$ cat src/sv/krtn_pkg.sv
`timescale 1ns / 1ps
// shared types and constants of the k-ary reduction tree neighbor block
// no dependencies; used by krtn_div, kary_reduction_tree_neighbors and krtn_chk
package krtn_pkg;

  localparam int NODE_W     = 16;     // node number width
  localparam int FAN_W      = 5;      // fan-in register width
  localparam int LEAF_W     = 17;     // leaf count register width
  localparam int PW_W       = 20;     // powers of the fan-in, below leaf count times fan-in
  localparam int MAX_FAN_IN = 16;
  localparam int MAX_NODES  = 65536;
  localparam int LVL_N      = 16;     // at most this many tree levels above a node
  localparam int LVL_W      = 5;      // level counter, holds LVL_N
  localparam int LVL_IW     = 4;      // level index
  localparam int CFG_IDX_W  = 1;
  localparam int CFG_DAT_W  = 17;

  localparam logic REL_PARENT = 1'b0;
  localparam logic REL_CHILD  = 1'b1;

  typedef enum logic [CFG_IDX_W-1:0] {
    REG_FAN_IN     = 1'b0,
    REG_LEAF_COUNT = 1'b1
  } cfg_reg_e;

  // request to the shared divider
  typedef struct packed {
    logic              start;
    logic [NODE_W-1:0] dividend;
    logic [FAN_W-1:0]  divisor;
  } div_req_t;

  // answer of the shared divider
  typedef struct packed {
    logic              done;
    logic [NODE_W-1:0] quot;
    logic [FAN_W-1:0]  rem;
  } div_res_t;

endpackage

$ cat src/sv/krtn_div.sv
`timescale 1ns / 1ps
// restoring divider, one quotient bit per cycle, node number by fan-in
// depends on krtn_pkg
module krtn_div import krtn_pkg::*; (
  input  logic     clk_i,
  input  logic     rst_ni,
  input  div_req_t req_i,
  output div_res_t res_o
);

  localparam int CNT_W = $clog2(NODE_W);

  logic              busy_q, busy_d;
  logic              done_q, done_d;
  logic [CNT_W-1:0]  cnt_q, cnt_d;
  logic [FAN_W-1:0]  rem_q, rem_d;
  logic [NODE_W-1:0] dq_q, dq_d;
  logic [FAN_W-1:0]  dsr_q, dsr_d;
  logic [FAN_W:0]    shifted;
  logic [FAN_W:0]    diff;
  logic              ge;

  assign shifted = {rem_q, dq_q[NODE_W-1]};
  assign ge      = shifted >= {1'b0, dsr_q};
  assign diff    = shifted - {1'b0, dsr_q};

  always_comb begin
    busy_d = busy_q;
    done_d = 1'b0;
    cnt_d  = cnt_q;
    rem_d  = rem_q;
    dq_d   = dq_q;
    dsr_d  = dsr_q;
    if (req_i.start) begin
      busy_d = 1'b1;
      cnt_d  = '0;
      rem_d  = '0;
      dq_d   = req_i.dividend;
      dsr_d  = req_i.divisor;
    end else if (busy_q) begin
      // remainder stays below the divisor, so five bits hold it
      rem_d = ge ? diff[FAN_W-1:0] : shifted[FAN_W-1:0];
      dq_d  = {dq_q[NODE_W-2:0], ge};
      cnt_d = cnt_q + CNT_W'(1);
      if (cnt_q == CNT_W'(NODE_W - 1)) begin
        busy_d = 1'b0;
        done_d = 1'b1;
      end
    end
  end

  always_ff @(posedge clk_i or negedge rst_ni) begin
    if (!rst_ni) begin
      busy_q <= 1'b0;
      done_q <= 1'b0;
    end else begin
      busy_q <= busy_d;
      done_q <= done_d;
    end
  end

  always_ff @(posedge clk_i) begin
    cnt_q <= cnt_d;
    rem_q <= rem_d;
    dq_q  <= dq_d;
    dsr_q <= dsr_d;
  end

  assign res_o.done = done_q;
  assign res_o.quot = dq_q;
  assign res_o.rem  = rem_q;

endmodule

$ cat src/sv/kary_reduction_tree_neighbors.sv
`timescale 1ns / 1ps
// k-ary reduction tree neighbor query: parent first, then children, last flagged
// depends on krtn_pkg and krtn_div
//
//   channel   ports                                           handshake
//   --------  ----------------------------------------------  -------------------------
//   config    cfg_we_i, cfg_idx_i, cfg_wdata_i                write when cfg_we_i high
//   query     start_i, node_id_i                              taken when start_i && !busy_o
//   result    strobe_o, relation_o, neighbor_id_o, last_o     one-cycle strobe per item
//
// from the taking edge until busy_o drops, an item steps through T powers of the fan-in
// below the leaf count (one multiply each), D = L + 1 divisions by the fan-in for L
// dividing levels (issue, 16 divider steps, take the quotient), C direct children and
// one step per level for the power children
// busy_o is high from the cycle after the query is taken until the last result
// reset clears the sequencer and sets fan_in to 2 and leaf_count to 1
// results cannot be held off; each one is valid for exactly its strobe cycle
module kary_reduction_tree_neighbors import krtn_pkg::*; (
  input  logic                 clk_i,
  input  logic                 rst_ni,
  input  logic                 cfg_we_i,
  input  logic [CFG_IDX_W-1:0] cfg_idx_i,
  input  logic [CFG_DAT_W-1:0] cfg_wdata_i,
  input  logic                 start_i,
  input  logic [NODE_W-1:0]    node_id_i,
  output logic                 busy_o,
  output logic                 strobe_o,
  output logic                 relation_o,
  output logic [NODE_W-1:0]    neighbor_id_o,
  output logic                 last_o
);

  typedef enum logic [2:0] {
    S_IDLE,
    S_TOP,   // find the highest capped power of the fan-in
    S_DIVS,  // issue one division of the walk value by the fan-in
    S_DIVW,  // wait for the quotient, record one tree level
    S_PAR,   // parent item
    S_DIR,   // direct children n+1 .. n+f-1
    S_POW,   // children one power of the fan-in away
    S_FIN    // flush the held item with last set
  } state_e;

  // configuration registers
  logic [FAN_W-1:0]  fan_in_q, fan_in_d;
  logic [LEAF_W-1:0] leaf_count_q, leaf_count_d;

  // sequencer
  state_e            state_q, state_d;
  logic [NODE_W-1:0] n_q, n_d;          // queried node
  logic [FAN_W-1:0]  f_q, f_d;          // clamped fan-in
  logic [LEAF_W-1:0] lc_q, lc_d;        // clamped leaf count
  logic [PW_W-1:0]   pw_q, pw_d;        // running power, top search and child emit
  logic [PW_W-1:0]   top_q, top_d;      // highest power allowed as a step
  logic [NODE_W-1:0] v_q, v_d;          // node divided by the current power
  logic [PW_W-1:0]   kk_q, kk_d;        // power of the level being divided
  logic [PW_W-1:0]   best_q, best_d;    // largest capped power dividing the node
  logic [FAN_W-1:0]  r0_q, r0_d;        // node modulo fan-in
  logic              brk_q, brk_d;      // power children ran past the leaf count
  logic              pend_q, pend_d;    // previous level waits for its emit decision
  logic [LVL_W-1:0]  lvl_q, lvl_d;
  logic [LVL_N-1:0]  emit_q, emit_d;    // one bit per level: emit n + f^(level+1)
  logic [LVL_W-1:0]  idx_q, idx_d;

  // one item held back so that the last one can be flagged
  logic              hold_v_q, hold_v_d;
  logic              hold_rel_q, hold_rel_d;
  logic [NODE_W-1:0] hold_id_q, hold_id_d;

  // registered result ports
  logic              strobe_q, strobe_d;
  logic              rel_q, rel_d;
  logic [NODE_W-1:0] nid_q, nid_d;
  logic              last_q, last_d;

  // shared units
  div_req_t          div_req;
  div_res_t          div_res;
  logic [PW_W-1:0]   mul_a;
  logic [PW_W+FAN_W-1:0] mul_p;
  logic [PW_W-1:0]   mul_r;

  krtn_div u_div (
    .clk_i  (clk_i),
    .rst_ni (rst_ni),
    .req_i  (div_req),
    .res_o  (div_res)
  );

  // one multiplier stepping powers of the fan-in: top search, level walk, power children
  assign mul_a = (state_q == S_DIVW) ? kk_q : pw_q;
  assign mul_p = mul_a * f_q;
  assign mul_r = mul_p[PW_W-1:0];

  assign div_req.start    = (state_q == S_DIVS);
  assign div_req.dividend = v_q;
  assign div_req.divisor  = f_q;

  always_comb begin
    logic              cand_v;
    logic              cand_rel;
    logic [NODE_W-1:0] cand_id;
    logic [FAN_W-1:0]  f_eff;
    logic [LEAF_W-1:0] lc_eff;
    logic [PW_W:0]     step_sum;
    logic [LEAF_W-1:0] dir_sum;
    logic              fits;

    fan_in_d     = fan_in_q;
    leaf_count_d = leaf_count_q;
    state_d      = state_q;
    n_d          = n_q;
    f_d          = f_q;
    lc_d         = lc_q;
    pw_d         = pw_q;
    top_d        = top_q;
    v_d          = v_q;
    kk_d         = kk_q;
    best_d       = best_q;
    r0_d         = r0_q;
    brk_d        = brk_q;
    pend_d       = pend_q;
    lvl_d        = lvl_q;
    emit_d       = emit_q;
    idx_d        = idx_q;
    hold_v_d     = hold_v_q;
    hold_rel_d   = hold_rel_q;
    hold_id_d    = hold_id_q;
    strobe_d     = 1'b0;
    rel_d        = rel_q;
    nid_d        = nid_q;
    last_d       = last_q;
    cand_v       = 1'b0;
    cand_rel     = REL_CHILD;
    cand_id      = '0;

    // out-of-range settings act as the nearest legal value
    if (fan_in_q < FAN_W'(2)) begin
      f_eff = FAN_W'(2);
    end else if (fan_in_q > FAN_W'(MAX_FAN_IN)) begin
      f_eff = FAN_W'(MAX_FAN_IN);
    end else begin
      f_eff = fan_in_q;
    end
    if (leaf_count_q == '0) begin
      lc_eff = LEAF_W'(1);
    end else if (leaf_count_q > LEAF_W'(MAX_NODES)) begin
      lc_eff = LEAF_W'(MAX_NODES);
    end else begin
      lc_eff = leaf_count_q;
    end

    step_sum = {{(PW_W - NODE_W + 1){1'b0}}, n_q} + {1'b0, kk_q};
    fits     = step_sum < (PW_W + 1)'(lc_q);
    dir_sum  = {1'b0, n_q} + LEAF_W'(idx_q);

    if (cfg_we_i) begin
      unique case (cfg_idx_i)
        REG_FAN_IN:     fan_in_d     = cfg_wdata_i[FAN_W-1:0];
        REG_LEAF_COUNT: leaf_count_d = cfg_wdata_i[LEAF_W-1:0];
        default: ;
      endcase
    end

    unique case (state_q)
      S_IDLE: begin
        if (start_i) begin
          n_d     = node_id_i;
          f_d     = f_eff;
          lc_d    = lc_eff;
          pw_d    = PW_W'(1);
          top_d   = '0;
          state_d = S_TOP;
        end
      end
      S_TOP: begin
        // top ends as the largest power below the leaf count, zero for one leaf
        if (pw_q < PW_W'(lc_q)) begin
          top_d = pw_q;
          pw_d  = mul_r;
        end else begin
          v_d     = n_q;
          kk_d    = PW_W'(f_q);
          best_d  = '0;
          brk_d   = 1'b0;
          pend_d  = 1'b0;
          lvl_d   = '0;
          emit_d  = '0;
          state_d = S_DIVS;
        end
      end
      S_DIVS: begin
        state_d = S_DIVW;
      end
      S_DIVW: begin
        if (div_res.done) begin
          if (lvl_q == '0) begin
            r0_d = div_res.rem;
          end
          // previous level's child is skipped when the next step up also lands on it
          if (pend_q) begin
            emit_d[LVL_IW'(lvl_q - LVL_W'(1))] =
              (div_res.rem != (f_q - FAN_W'(1))) || (kk_q > top_q);
          end
          pend_d = 1'b0;
          if ((div_res.rem == '0) && (kk_q <= top_q)) begin
            best_d  = kk_q;
            pend_d  = !brk_q && fits;
            brk_d   = brk_q || !fits;
            v_d     = div_res.quot;
            kk_d    = mul_r;
            lvl_d   = lvl_q + LVL_W'(1);
            state_d = S_DIVS;
          end else begin
            state_d = S_PAR;
          end
        end
      end
      S_PAR: begin
        cand_v   = 1'b1;
        cand_rel = REL_PARENT;
        if (n_q == '0) begin
          cand_id = '0;
        end else if (r0_q != '0) begin
          cand_id = n_q - NODE_W'(r0_q);
        end else if (best_q != '0) begin
          cand_id = n_q - best_q[NODE_W-1:0];
        end else begin
          cand_id = '0;
        end
        idx_d   = LVL_W'(1);
        state_d = S_DIR;
      end
      S_DIR: begin
        if ((r0_q == '0) && (idx_q < f_q) && (dir_sum < lc_q)) begin
          cand_v  = 1'b1;
          cand_id = dir_sum[NODE_W-1:0];
          idx_d   = idx_q + LVL_W'(1);
        end else begin
          idx_d   = '0;
          pw_d    = PW_W'(f_q);
          state_d = S_POW;
        end
      end
      S_POW: begin
        if (idx_q < lvl_q) begin
          if (emit_q[idx_q[LVL_IW-1:0]]) begin
            cand_v  = 1'b1;
            cand_id = n_q + pw_q[NODE_W-1:0];
          end
          pw_d  = mul_r;
          idx_d = idx_q + LVL_W'(1);
        end else begin
          state_d = S_FIN;
        end
      end
      S_FIN: begin
        strobe_d = hold_v_q;
        rel_d    = hold_rel_q;
        nid_d    = hold_id_q;
        last_d   = 1'b1;
        hold_v_d = 1'b0;
        state_d  = S_IDLE;
      end
      default: state_d = S_IDLE;
    endcase

    // a new item pushes the held one out, not last
    if (cand_v) begin
      if (hold_v_q) begin
        strobe_d = 1'b1;
        rel_d    = hold_rel_q;
        nid_d    = hold_id_q;
        last_d   = 1'b0;
      end
      hold_v_d   = 1'b1;
      hold_rel_d = cand_rel;
      hold_id_d  = cand_id;
    end
  end

  always_ff @(posedge clk_i or negedge rst_ni) begin
    if (!rst_ni) begin
      fan_in_q     <= FAN_W'(2);
      leaf_count_q <= LEAF_W'(1);
      state_q      <= S_IDLE;
      brk_q        <= 1'b0;
      pend_q       <= 1'b0;
      hold_v_q     <= 1'b0;
      strobe_q     <= 1'b0;
    end else begin
      fan_in_q     <= fan_in_d;
      leaf_count_q <= leaf_count_d;
      state_q      <= state_d;
      brk_q        <= brk_d;
      pend_q       <= pend_d;
      hold_v_q     <= hold_v_d;
      strobe_q     <= strobe_d;
    end
  end

  // payload registers
  always_ff @(posedge clk_i) begin
    n_q        <= n_d;
    f_q        <= f_d;
    lc_q       <= lc_d;
    pw_q       <= pw_d;
    top_q      <= top_d;
    v_q        <= v_d;
    kk_q       <= kk_d;
    best_q     <= best_d;
    r0_q       <= r0_d;
    lvl_q      <= lvl_d;
    emit_q     <= emit_d;
    idx_q      <= idx_d;
    hold_rel_q <= hold_rel_d;
    hold_id_q  <= hold_id_d;
    rel_q      <= rel_d;
    nid_q      <= nid_d;
    last_q     <= last_d;
  end

  assign busy_o        = (state_q != S_IDLE);
  assign strobe_o      = strobe_q;
  assign relation_o    = rel_q;
  assign neighbor_id_o = nid_q;
  assign last_o        = last_q;

endmodule

$ cat config.mk
export PLATFORM = sky130hd
export DESIGN_NAME = kary_reduction_tree_neighbors
export DESIGN_NICKNAME = d
export VERILOG_FILES = /design/src/sv/krtn_pkg.sv /design/src/sv/krtn_div.sv /design/src/sv/kary_reduction_tree_neighbors.sv
export SDC_FILE = /design/constraint.sdc
export NUM_CORES = 1
export LEC_CHECK = 0
export ABC_AREA = 1
export BUFFER_PORTS_ARGS = -buffer_cell sky130_fd_sc_hd__buf_2
export CORE_ASPECT_RATIO = 1.5
export CORE_UTILIZATION = 55
export DETAILED_ROUTE_END_ITERATION = 10
export HOLD_SLACK_MARGIN = 0.15
export MAX_ROUTING_LAYER = met4
export PLACE_DENSITY = 0.76
export RECOVER_POWER = 50
export REMOVE_ABC_BUFFERS = 1
export SLEW_MARGIN = 15
export SYNTH_ARGS = -nofsm -noshare
export SYNTH_HDL_FRONTEND = slang
export SYNTH_SLANG_ARGS = --single-unit
$ cat constraint.sdc
create_clock -name clk_i -period 4.4 [get_ports clk_i]
set_input_delay 1.1 -clock clk_i [delete_from_list [all_inputs] [get_ports clk_i]]
set_output_delay 1.1 -clock clk_i [all_outputs]
set_load 0.005 [all_outputs]
After elaboration in Yosys (flattened, before gate mapping)
Cells that the tools add are included.
{"block": "word_totals", "ff_bits": 261, "inputBits": 38}
{"block": "op_classes", "addsub": 11, "mul": 1, "magnitude_cmp": 14, "n_eq_ne": 18, "muxes": 88, "bitwise": 1, "n_reduce_logical": 37}
{"operator": "16-bit 2-to-1 mux", "count": 17}
{"operator": "20-bit 2-to-1 mux", "count": 13}
{"operator": "20-bit case mux with 2 select lines", "count": 3}
{"operator": "20-bit case mux with 4 select lines", "count": 1}
{"operator": "16-bit case mux with 2 select lines", "count": 2}
{"operator": "16-bit case mux with 3 select lines", "count": 1}
{"operator": "5-bit 2-to-1 mux", "count": 7}
{"operator": "1-bit 2-to-1 mux", "count": 28}
{"operator": "3-bit case mux with 8 select lines", "count": 1}
{"operator": "16-bit by 20-bit adder with 21-bit output", "count": 1}
{"operator": "21-bit by 17-bit < comparator with 1-bit output", "count": 1}
{"operator": "20-bit greater-than comparator", "count": 1}
{"operator": "20-bit <= comparator", "count": 1}
{"operator": "20-bit by 17-bit < comparator with 1-bit output", "count": 1}
{"operator": "20-bit by 5-bit multiplier with 20-bit output", "count": 1}
{"operator": "20-bit nonzero test", "count": 1}
{"operator": "3-bit 2-to-1 mux", "count": 6}
{"operator": "16-bit by 5-bit adder with 17-bit output", "count": 1}
{"operator": "17-bit greater-than comparator, second input constant", "count": 1}
{"operator": "17-bit zero test", "count": 1}
{"operator": "17-bit < comparator", "count": 1}
{"operator": "17-bit 2-to-1 mux", "count": 1}
{"operator": "16-bit adder", "count": 1}
{"operator": "16-bit bitwise mux", "count": 1}
{"operator": "other kinds (42)", "count": 77}

Logic depth before layout (Yosys ltp)
{"block": "depth", "word_depth": 9, "mapped_depth": 26}

Hierarchy
From an unflattened synthesis, not the netlist that was laid out.
{"block": "unflattened", "hier_cells": 2636, "area_unflattened_um2": 20389.6}
{"mod": "kary_reduction_tree_neighbors", "n_inst": 1, "cells_per_inst": 2463, "area_each_um2": 18821.8}
{"mod": "krtn_div", "n_inst": 1, "cells_per_inst": 173, "area_each_um2": 1567.8}

Worst setup path before layout
No wires, ideal clock.
{"block": "synth_timing", "kind": "flip-flop to flip-flop", "startpoint": "register state_q[2]", "endpoint": "register pw_q[19], data pin", "setup_time_ns": 0.269, "arrival_ns": 4.220, "t_required_ns": 4.131, "setup_slack_ns": -0.089, "stages_incl_launch_ff": 24, "period_less_slack_ns": 4.489, "path_cell_list": "dfrtp_1 -> inv_4 -> nand2_4 -> buf_2 -> buf_2 -> a21oi_1 -> nor2_1 -> fa_1 -> fa_1 -> inv_1 -> fa_1 -> inv_1 -> ha_1 -> nand2_1 -> inv_1 -> nand3_1 -> nor3_1 -> nand3_1 -> nor2_1 -> nor2_1 -> inv_1 -> nand3_1 -> nand2_1 -> nor2_1"}
{"block": "synth_between", "elab_chain_len": 5, "word_cells_on_any_way": 10}
{"element": "start: declaration", "line_no": "kary_reduction_tree_neighbors.sv:49", "source": "state_e state_q, state_d;"}
{"element": "start signal: assignment", "line_no": "kary_reduction_tree_neighbors.sv:294", "source": "state_q <= state_d;"}
{"element": "3-bit by 2-bit equality test with 1-bit output", "line_no": "kary_reduction_tree_neighbors.sv:91", "source": "assign mul_a = (state_q == S_DIVW) ? kk_q : pw_q;"}
{"element": "20-bit 2-to-1 mux", "line_no": "kary_reduction_tree_neighbors.sv:91"}
{"element": "20-bit by 5-bit multiplier with 20-bit output", "line_no": "kary_reduction_tree_neighbors.sv:92", "source": "assign mul_p = mul_a * f_q;"}
{"element": "20-bit 2-to-1 mux, on equally long branches", "line_no": "kary_reduction_tree_neighbors.sv:246, kary_reduction_tree_neighbors.sv:178"}
{"element": "20-bit case mux with 4 select lines (*)", "line_no": "kary_reduction_tree_neighbors.sv:165", "source": "unique case (state_q)"}
{"element": "via pw_d[19]", "line_no": "kary_reduction_tree_neighbors.sv:53", "source": "logic [PW_W-1:0] pw_q, pw_d;"}
{"element": "end signal: assignment", "line_no": "kary_reduction_tree_neighbors.sv:307", "source": "pw_q <= pw_d;"}
{"element": "end: declaration", "line_no": "kary_reduction_tree_neighbors.sv:53"}
Mark *: on every way through the listed nets, which the timed path passes. The rest lies on a longest branch. The select of a mux whose other input is x is not followed.
A chain may end at the register's enable or synchronous reset.

Worst setup path after layout
{"block": "layout_timing", "startpoint": "register state_q[0]", "endpoint": "register kk_q[16], data pin"}
{"block": "layout_between", "elab_chain_len": 6, "word_cells_on_any_way": 7}
{"element": "3-bit by 2-bit equality test with 1-bit output", "line_no": "kary_reduction_tree_neighbors.sv:91, kary_reduction_tree_neighbors.sv:165"}
{"element": "20-bit 2-to-1 mux", "line_no": "kary_reduction_tree_neighbors.sv:91"}
{"element": "20-bit by 5-bit multiplier with 20-bit output", "line_no": "kary_reduction_tree_neighbors.sv:92"}
{"element": "20-bit 2-to-1 mux", "line_no": "kary_reduction_tree_neighbors.sv:206", "source": "if ((div_res.rem == '0) && (kk_q <= top_q)) begin"}
{"element": "20-bit 2-to-1 mux", "line_no": "kary_reduction_tree_neighbors.sv:196", "source": "if (div_res.done) begin"}
{"element": "20-bit case mux with 2 select lines (*)", "line_no": "kary_reduction_tree_neighbors.sv:165"}
{"element": "end signal: assignment", "line_no": "kary_reduction_tree_neighbors.sv:310", "source": "kk_q <= kk_d;"}
{"element": "end: declaration", "line_no": "kary_reduction_tree_neighbors.sv:56", "source": "logic [PW_W-1:0] kk_q, kk_d;"}
Every way passes the cells marked *; elsewhere a longest branch is shown, timed or not. The select of a mux whose other input is x is not followed.

==> results_dict.tcl <==
set metrics [dict create \
    clk_pin_slew_ps 70 \
    cts-root-buf "clkbuf_16" \
    multiInputGateArea_um2 11530 \
    cts_max_level 1 \
    ys_seq_area_frac 0.3682 \
    critPathMaxFanout 8 \
    io_buffers 57 \
    crit_type "register to register" \
    layoutNonFillerInstCount 3284 \
    finalWorstSetupSlack_ps -93.64 \
    grt_pass1_vias 18020 \
    vias 18390 \
    layout_commonest_cell "nand2_1" \
    ys_ff_latch 261 \
    max_freq_mhz 222.5 \
    timing.hold.ws_ps 498.2 \
    cts_hold_buf 0 \
    regArea_um2 7415 \
    antenna_found_initial 0 \
    grt_setup_unrepaired "yes" \
    fin_crit_ps 4494 \
    hold_path.class "register to register" \
    synth_cell_types 54 \
    synthTopCellsByArea "edfxtp_1, nand2_1, ha_1, inv_1, nor2_1" \
    nets 3047 \
    cts.path.max_buffers 3 \
    cts_tree "built" \
    synth.avg_cell_area_um2 7.784 \
    drv_cap 1 \
    cp_data_required_time_ps 4700 \
    dr.pass1.iters 5 \
    drt-total-wl_um 65370 \
    fin_skew_ps 39.18 \
    grt_pass1_wl_um 96920 \
    yosysTopAreaCell "edfxtp_1" \
    drcViolationCount 0 \
    slew-limit-headroom -0.4695 \
    mostFrequentLayoutCells "nand2_1, inv_1, nor2_1, edfxtp_1, buf_4" \
    routedWlPerCell_um 19.91 \
    grt_util_all_layers 0.3574 \
    initial_core_util 0.5602 \
    hold_violations 0 \
    arrival_ps 4790 \
    die_h_um 236.3 \
    synth-main-ff-cell "edfxtp_1" \
    final_antenna_net_count 0 \
    status "complete, but fails checks" \
    synth_edf_count 203 \
    area_growth_syn_to_layout_pct 17.61 \
    gp_congestion 1.047 \
    numCtsBuffers 26 \
    netlist_area_um2 20140 \
    vias_per_cell 5.601 \
    worst_pin_slew_ps 2204 \
    antenna_cells 0 \
    grt_max_degree 47 \
    violations "capacitance limit, slew limit, setup timing" \
    tns_ps -424.7 \
    ys.warnings.count 0 \
    period_share 1.021 \
    start_kind "register" \
    drtIter0Drc 1213 \
    dp.cells 3206 \
    slew_viol_final 32 \
    endpoint_kind "register" \
    insertion_delay_ps 570 \
    setup_viol 8 \
    synthCells 2587 \
    hpwl_um 50570 \
    grt_overflow 0 \
    rows 85 \
    r2r_slack_ps -90 \
    die_area_um2 37400 \
    numClockSinks 261 \
    core_um2 35950 \
    fillers 3023 \
    ios 58 \
    die_w_um 158.2 \
    drive_above_1_share 0.1579 \
    synth_top_area_frac 0.3027 \
    synth-async-reset-ratio 0.1188 \
]
[path summary, 6_finish.rpt]
check                          startpoint              end  cells past startpoint
max                            state_q[0]         kk_q[16]                     20
min                        u_div.rem_q[4]          r0_q[4]                      0
max reg2reg                    state_q[0]         kk_q[16]                     20
min reg2reg                u_div.rem_q[4]          r0_q[4]                      0
max in group asynchronous          rst_ni  leaf_count_q[7]                      1
min in group asynchronous          rst_ni       state_q[0]                      1
[cell usage after synthesis, drive strengths merged, types with 27 or more instances]
master / instances
dfxtp: 27
dfrtp: 29
o21ai: 153
xnor2: 27
nand3: 143
nand2: 616
nand4: 45
ha: 170
xor2: 39
clkbuf: 33
a21oi: 135
nor2: 309
edfxtp: 203
inv: 427
fa: 53
[registers in the layout, indices dropped and copies added, names as in the netlist, 16 cells and up]
name	flops
best_q	20
n_q	16
hold_id_q	16
pw_q	20
v_q	16
leaf_count_q	17
top_q	20
emit_q	16
neighbor_id_o	16
lc_q	17
u_div.dq_q	16
kk_q	20
[cell families after synthesis]
kind of cell | count (synthesis) | share of synthesized area
AND/OR/NAND/NOR | 1182 | 0.2480
XOR/XNOR | 66 | 0.02871
multiplexers | 11 | 0.006151
AO/OA/AOI/OAI | 358 | 0.09786
adder cells (fa/ha/maj) | 223 | 0.1583
flip-flops | 261 | 0.3682
buffers and inverters | 486 | 0.09277
[final cells by class]
| cell class | count | area share |
|---|---|---|
| Clock buffer | 33 | 0.03033 |
| Tap cell | 478 | 0.02525 |
| Timing Repair Buffer | 226 | 0.06805 |
| Inverter | 429 | 0.06842 |
| Sequential cell | 261 | 0.3131 |
| Multi-Input combinational cell | 1842 | 0.4867 |
| Clock inverter | 15 | 0.008136 |
[per-layer routing]
metal	vias to the layer above	wire length, um	part of all wire	global-route usage
met2	658	32830	0.50	0.6155
met5	-	0	0	-
met3	236	3120	0.048	0.03380
li1	8822	-	-	-
met1	8677	23710	0.36	0.3748
met4	0	5712	0.087	0.2628
[through the flow]
stage,instance area [um2],util,worst slack (ps)
after floorplan,19880,-,-463.4
after global placement,21890,0.6091,-158.9
after detailed placement,21890,0.6091,-246.6
after CTS,23130,0.6433,-26.02
after global routing,23680,0.6588,-212.9
final,23680,0.6588,-93.64
[repair_timing]
item                                    4_1_cts  5_1_grt
pin swaps                                    12       68
buffers inserted                              7       21
endpoints found under the setup margin       27       44
cloned                                        1        2
gates resized for setup                      56       98
[critical path: stages (launching register included)]
cell      delay [ps]
dfrtp_1          400
nand2_2          120
clkinv_4         100
nand2_8          130
buf_12           140
nor2_1            60
a21oi_2          190
buf_4            160
nor2_1            50
fa_2             350
fa_1             540
inv_1             60
fa_1             550
inv_2             50
ha_4             250
a21o_1           220
a21boi_4         200
nand3_4          140
a21oi_2          180
xor2_1           230
nor2_1            70
Power is left out: the tool's default activity adds up to more than one toggle a clock period on the data nets, which glitch-free logic cannot reach.
